## config.mk

```make
export PLATFORM = sky130hd
export DESIGN_NAME = mtt_cell
export DESIGN_NICKNAME = d
export VERILOG_FILES = /design/src/rtl/core/mtt_pkg.sv /design/src/rtl/core/mtt_cell.sv
export SDC_FILE = /design/constraint.sdc
export NUM_CORES = 1
export LEC_CHECK = 0
export BUFFER_PORTS_ARGS = -buffer_cell sky130_fd_sc_hd__buf_4
export CAP_MARGIN = 20
export CELL_PAD_IN_SITES_DETAIL_PLACEMENT = 1
export CELL_PAD_IN_SITES_GLOBAL_PLACEMENT = 1
export CORE_MARGIN = 5
export CORE_UTILIZATION = 44
export CTS_CLUSTER_SIZE = 30
export DETAILED_ROUTE_END_ITERATION = 10
export HOLD_SLACK_MARGIN = 0.08
export PLACE_DENSITY = 0.93
export SLEW_MARGIN = 10
export SYNTH_ARGS = -nofsm -noshare
export SYNTH_HDL_FRONTEND = slang
export SYNTH_SLANG_ARGS = --single-unit
```

## constraint.sdc

```tcl
create_clock -name clk -period 6 [get_ports clk]
set_input_delay 1.2 -clock clk [delete_from_list [all_inputs] [get_ports clk]]
set_output_delay 1.2 -clock clk [all_outputs]
set_load 0.01 [all_outputs]
```

## src/rtl/core/mtt_pkg.sv

```systemverilog
// Package with shared types and constants for the timer table.
`timescale 1ns / 1ps
`default_nettype none
package mtt_pkg;
  localparam int TimerSlotsDefault = 32;
  localparam int MaxResults = 32;

  typedef enum logic [2:0] {
    FUNC_CREATE = 3'd0,
    FUNC_DELETE = 3'd1,
    FUNC_KILL   = 3'd2,
    FUNC_TICK   = 3'd3,
    FUNC_DELOWN = 3'd4
  } func_t;

  typedef enum logic [2:0] {
    KIND_CREATED = 3'd0,
    KIND_FULL    = 3'd1,
    KIND_DONE    = 3'd2,
    KIND_NOTFND  = 3'd3,
    KIND_FIRED   = 3'd4,
    KIND_NOFIRE  = 3'd5
  } kind_t;

  typedef enum logic [2:0] {
    ST_IDLE,
    ST_SCAN,
    ST_PICK,
    ST_DONE
  } state_t;

  // Command broadcast from the controller to every cell.
  typedef struct packed {
    logic        create;
    logic        del_id;
    logic        kill_id;
    logic        dec;
    logic        del_own;
    logic        retire;
    logic [31:0] id;
    logic [7:0]  owner;
    logic [15:0] handler;
    logic [31:0] interval;
    logic        repeating;
    logic [15:0] elapsed;
  } cmd_t;

  // Per-cell contents seen by the controller.
  typedef struct packed {
    logic        valid;
    logic        pend;
    logic [31:0] id;
    logic [7:0]  owner;
    logic [15:0] handler;
    logic        expired;
    logic        killed;
  } cell_stat_t;
endpackage
`default_nettype wire

```

## src/rtl/core/mtt_cell.sv

```systemverilog
// One timer slot: holds the timer state and reports it to the sequencer.
`timescale 1ns / 1ps
`default_nettype none
module mtt_cell (
  input  wire logic              clk,
  input  wire logic              rst_n,
  input  wire mtt_pkg::cmd_t     cmd,
  input  wire logic              sel,
  input  wire logic              load_pend,
  output mtt_pkg::cell_stat_t    stat
);
  import mtt_pkg::*;

  logic        valid_r, valid_nxt;
  logic        pend_r, pend_nxt;
  logic [31:0] id_r, total_r, rem_r;
  logic [7:0]  owner_r;
  logic [15:0] handler_r;
  logic        repeat_r, killed_r;
  logic [32:0] diff;
  logic [31:0] dec_val;
  logic        expired;

  // A timer is due once its remaining time is zero or negative.
  assign expired = rem_r[31] || (rem_r == 32'd0);

  // Saturating subtract of the elapsed time.
  always_comb begin
    diff = {rem_r[31], rem_r} - {17'd0, cmd.elapsed};
    if (diff[32] != diff[31]) dec_val = 32'h8000_0000;
    else dec_val = diff[31:0];
  end

  // A retired timer leaves the pending set; only a due one-shot timer is removed.
  always_comb begin
    valid_nxt = valid_r;
    pend_nxt = pend_r;
    if (sel && cmd.create) valid_nxt = 1'b1;
    if (sel && (cmd.del_id || cmd.del_own)) valid_nxt = 1'b0;
    if (sel && cmd.retire) begin
      pend_nxt = 1'b0;
      if (expired && !repeat_r) valid_nxt = 1'b0;
    end
    if (load_pend) pend_nxt = valid_r;
  end

  always_ff @(posedge clk) begin
    if (!rst_n) begin
      valid_r <= 1'b0;
      pend_r <= 1'b0;
    end else begin
      valid_r <= valid_nxt;
      pend_r <= pend_nxt;
    end
  end

  // Payload registers.
  always_ff @(posedge clk) begin
    if (sel && cmd.create) begin
      id_r <= cmd.id;
      owner_r <= cmd.owner;
      handler_r <= cmd.handler;
      total_r <= cmd.interval;
      rem_r <= cmd.interval;
      repeat_r <= cmd.repeating;
      killed_r <= 1'b0;
    end else if (sel && cmd.kill_id) begin
      rem_r <= 32'd0;
      killed_r <= 1'b1;
      repeat_r <= 1'b0;
    end else if (cmd.dec && valid_r) begin
      rem_r <= dec_val;
    end else if (sel && cmd.retire && expired && repeat_r) begin
      rem_r <= total_r;
    end
  end

  always_comb begin
    stat.valid = valid_r;
    stat.pend = pend_r;
    stat.id = id_r;
    stat.owner = owner_r;
    stat.handler = handler_r;
    stat.expired = expired;
    stat.killed = killed_r;
  end
endmodule
`default_nettype wire

```

# After elaboration in Yosys (flattened, before gate mapping)
# Cells that the tools add are included.
# word_totals
ff_bits	124
elab_cells	39
# op_classes
addsub	1
n_eq_ne	1
n_mux	13
reduce_logical	15
# op_table
operator	count
$mux 32	5
$sub 32x17->33	1
$logic_not 32->1	1
$logic_and 1x1->1	8
$mux 1	8
$reduce_bool 2->1	2
$reduce_bool 4->1	1
$logic_or 1x1->1	2
$logic_not 1->1	1
$ne 1x1->1	1

# Longest topological paths before layout
# logic_depth
depth_word	8
depth_mapped	16
mapped_depth_nobuf	15

# Least setup slack after synthesis
# OpenSTA, ideal clock, no wires.
# synth_timing
path_kind	input-to-reg
startpoint	input cmd[0] (netlist name)
endpoint	register rem_r[29], data pin
setup_ns	0.135
arrival_time_ns	4.317
slack_ns	1.548
cell_stages	15
path_buffers	1
cell_sequence	ha_1 -> inv_1 -> fa_1 -> a211oi_1 -> o211ai_1 -> a221o_1 -> a31o_2 -> a21oi_1 -> a21oi_1 -> ha_1 -> or3_1 -> buf_6 -> nor3_1 -> mux2i_1 -> nand3_1
# synth_via
elab_chain_cells	6
# synth_rtl
element	line	source
start, declared	mtt_cell.sv:7	input wire mtt_pkg::cmd_t cmd,
$sub 32x17->33 (*)	mtt_cell.sv:29	diff = {rem_r[31], rem_r} - {17'd0, cmd.elapsed};
$ne 1x1->1	mtt_cell.sv:30	if (diff[32] != diff[31]) dec_val = 32'h8000_0000;
$mux 32 (*)	mtt_cell.sv:30	
$mux 32 (*)	mtt_cell.sv:71	end else if (cmd.dec && valid_r) begin
$mux 32 (*)	mtt_cell.sv:67	end else if (sel && cmd.kill_id) begin
$mux 32 (*)	mtt_cell.sv:59	if (sel && cmd.create) begin
end signal, assigned	mtt_cell.sv:64	rem_r <= cmd.interval;
end signal, assigned	mtt_cell.sv:72	rem_r <= dec_val;
end signal, assigned	mtt_cell.sv:74	rem_r <= total_r;
end, declared	mtt_cell.sv:16	logic [31:0] id_r, total_r, rem_r;
# Mark *: on every way between the ends. The rest lies on a longest branch, timed or not.
# A chain may end at the register's enable or synchronous reset.

# Worst setup path in the final report
# layout_timing
startpoint	input cmd[0] (netlist name)
endpoint	register rem_r[27], data pin
# Same word-level chain as after synthesis.

==> reports/metrics.cfg <==
[run_status]
outcome = finished clean

[clock_tree]
clk_path_buf_depth = 2
hold_buffers = 0
clk_latency_ps = 420
clkTransAtPathRegs_ps = 60
cts_tree = built
htreeDepth = 4
postCtsSetupBuffers = 0
cts-root-buf = clkbuf_16
cts_buffers = 17
cts.repair.resized = 0
clock_sinks = 124

[layout]
n_antenna_cell = 0
fin_cells = 786
final_core_util_pct = 60.84
fin_area_um2 = 7677
area_growth_pct = 36.11
nNetsFinal = 734
regArea_um2 = 3694
multi_input_area_um2 = 1772
final_layout_size_suffix_gt1_share_pct = 35.18
fill_cells = 1270

[global_routing]
antenna_found_initial = 0
overflow = 0
grt_max_degree = 82
globalRouteTotalUtil_pct = 26.49
grt_pass1_vias = 5001
grt_pass1_wl_um = 29210

[placed_design]
dpl.hpwl_um = 13420
numPortBuffers = 174
placed_cells = 754
placed_area_um2 = 7088
place_congestion = 0.9089
place_ws_ps = 695.1

[yosys]
synth_fp_nets = 557
async_flop_share_pct = 0
ys_seq_elements = 124
synth_area_um2 = 5640
yosysSeqAreaShare_pct = 65.48
yosys_warnings = 0
synth_top_flop_cell = edfxtp_1
synthCells = 424
synth-edff-count = 121
avgSynthCellArea_um2 = 13.30
synthDistinctLibCells = 52

[sta]
finalSetupTns_ps = 0
max_freq_mhz = 200.6
skew_ps = 6.435
rsz0062_at_grt = no
hold_viol_final = 0
slew_viol_final = 0
whs_ps = 490.5
fin_crit_sh_pct = 83.07
finalCriticalPeriod_ps = 4984
relSlewSlack_pct = 32.54
worst_pin_slew_ps = 1012
timing.final.ws_setup_ps = 1016
finalSetupViolCount = 0

[power_and_ir_drop]
ir_worst_vdd_v = 0.0002145
power_mw = 2.480
p_leak_nw = 3.048
power_density_nw_per_um2 = 323.0

[drt]
routed_wl_um = 19500
drc = 0
drt-pass1-iter-count = 5
viasPerCell = 5.718
drtIter0Drc = 380
antenna_left = 0
wl_per_cell_um = 24.81
vias = 4494

[critical_path]
worstPathArrival_ps = 5140
cp-end-kind = flip-flop
criticalPathCategory = in -> reg
cp_max_fo = 30
start_kind = primary input
cp.required_ps = 6160

[floorplan]
start_util_pct = 44.70
die_h_um = 123.2
floorplan.rows = 41
die-area_um2 = 15180
die_w_um = 123.2
core_area_um2 = 12620
pin_count = 175

[run]
cap_violations = 0

[worst_hold_path]
hp-class = reg -> reg

-- flip-flops by register name, indices dropped and copies added, names as in the netlist --
| name | count |
|---|---|
| total_r | 32 |
| killed_r | 1 |
| pend_r | 1 |
| id_r | 32 |
| valid_r | 1 |
| handler_r | 16 |
| owner_r | 8 |
| repeat_r | 1 |
| rem_r | 32 |
-- where the power goes --
group,leakage [nW],switching (mW),internal (mW)
combinational,1.59,0.208,0.166
clock,0.282,0.415,0.619
sequential,1.18,0.0423,1.03
total,3.05,0.664,1.82
-- final timing paths --
path | to | slack, ps | from | cells after the start
setup / recovery | rem_r[27] | 1020 | cmd[0] | 14
hold / removal | killed_r | 490 | killed_r | 2
setup reg to reg | rem_r[27] | 1310 | rem_r[0] | 14
hold reg to reg | killed_r | 490 | killed_r | 2
-- area by class of cell --
class,instances,area share (%)
Sequential cell,124,48.11
Multi-Input combinational cell,260,23.08
Timing Repair Buffer,177,17.31
Inverter,21,1.027
Clock buffer,17,5.541
Tap cell,172,2.803
Clock inverter,15,2.135
-- cell usage after synthesis, types with 2 or more instances --
master	number	share of area [%]
inv_1	21	1.4
and2_1	4	0.44
and3_1	2	0.22
a41oi_1	3	0.47
nor4_1	7	0.78
o21a_1	2	0.27
a31oi_1	2	0.22
o2111ai_1	3	0.47
a22oi_1	29	3.9
nand2b_1	5	0.55
o31ai_1	3	0.40
or4_4	2	0.40
buf_6	2	0.40
dfxtp_1	3	1.1
or3_1	2	0.22
xnor2_1	11	1.7
a21o_1	4	0.53
edfxtp_1	121	64
buf_4	4	0.53
xor2_1	14	2.2
nor2_1	21	1.4
ha_1	17	3.8
nand4_1	3	0.33
nand2_1	26	1.7
nand3_1	4	0.35
clkbuf_1	12	0.80
a21oi_1	18	1.6
a221o_1	2	0.35
a211oi_1	7	0.93
o211ai_1	6	0.80
nor4b_1	2	0.31
nor3_1	8	0.71
o21ai_0	35	3.1
-- metal layers --
metal / wire [um] / vias up / track usage, %
met2: 10140 / 231 / 46.79
met5: 0 / - / 0
li1: - / 2002 / -
met4: 666 / 0 / 11.83
met1: 7042 / 2222 / 28.80
met3: 1653 / 39 / 8.829
-- kinds of logic after synthesis --
family / Yosys count / synth area share, %
AOI/OAI and AO/OA: 123 / 14.42
and+or+nand+nor: 93 / 8.696
DFF: 124 / 65.48
xor gates and xnor gates: 25 / 3.882
muxes: 1 / 0.1775
buffers and inverters: 40 / 3.216
adders and majority gates: 18 / 4.126
-- cells in the final DEF (no fill, tap or decap), types with 3 or more instances in the layout --
cell / Yosys / final
a211oi_1: 7 / 7
a21o_1: 4 / 4
a21oi_1: 18 / 17
a22oi_1: 29 / 29
a41oi_1: 3 / 3
and2_1: 4 / 3
buf_4: 4 / 177
clkbuf_16: 0 / 17
clkinv_4: 0 / 4
dfxtp_1: 3 / 3
edfxtp_1: 121 / 121
ha_1: 17 / 17
inv_1: 21 / 21
inv_6: 0 / 4
nand2_1: 26 / 26
nand2b_1: 5 / 5
nand3_1: 4 / 4
nand4_1: 3 / 3
nor2_1: 21 / 21
nor3_1: 8 / 8
nor4_1: 7 / 7
o2111ai_1: 3 / 3
o211ai_1: 6 / 6
o21ai_0: 35 / 35
o31ai_1: 3 / 3
xnor2_1: 11 / 11
xor2_1: 14 / 14
-- worst max-delay path, cell delays in order --
cell,delay (ps)
buf_4,80
ha_1,150
inv_1,60
fa_1,430
a211oi_1,310
o211ai_1,170
a221o_1,420
a31o_2,320
a21oi_1,290
a21oi_1,120
ha_1,340
or3_1,740
nor2_1,160
a211o_1,350
No activity file was read; power rests on OpenSTA's default activity.
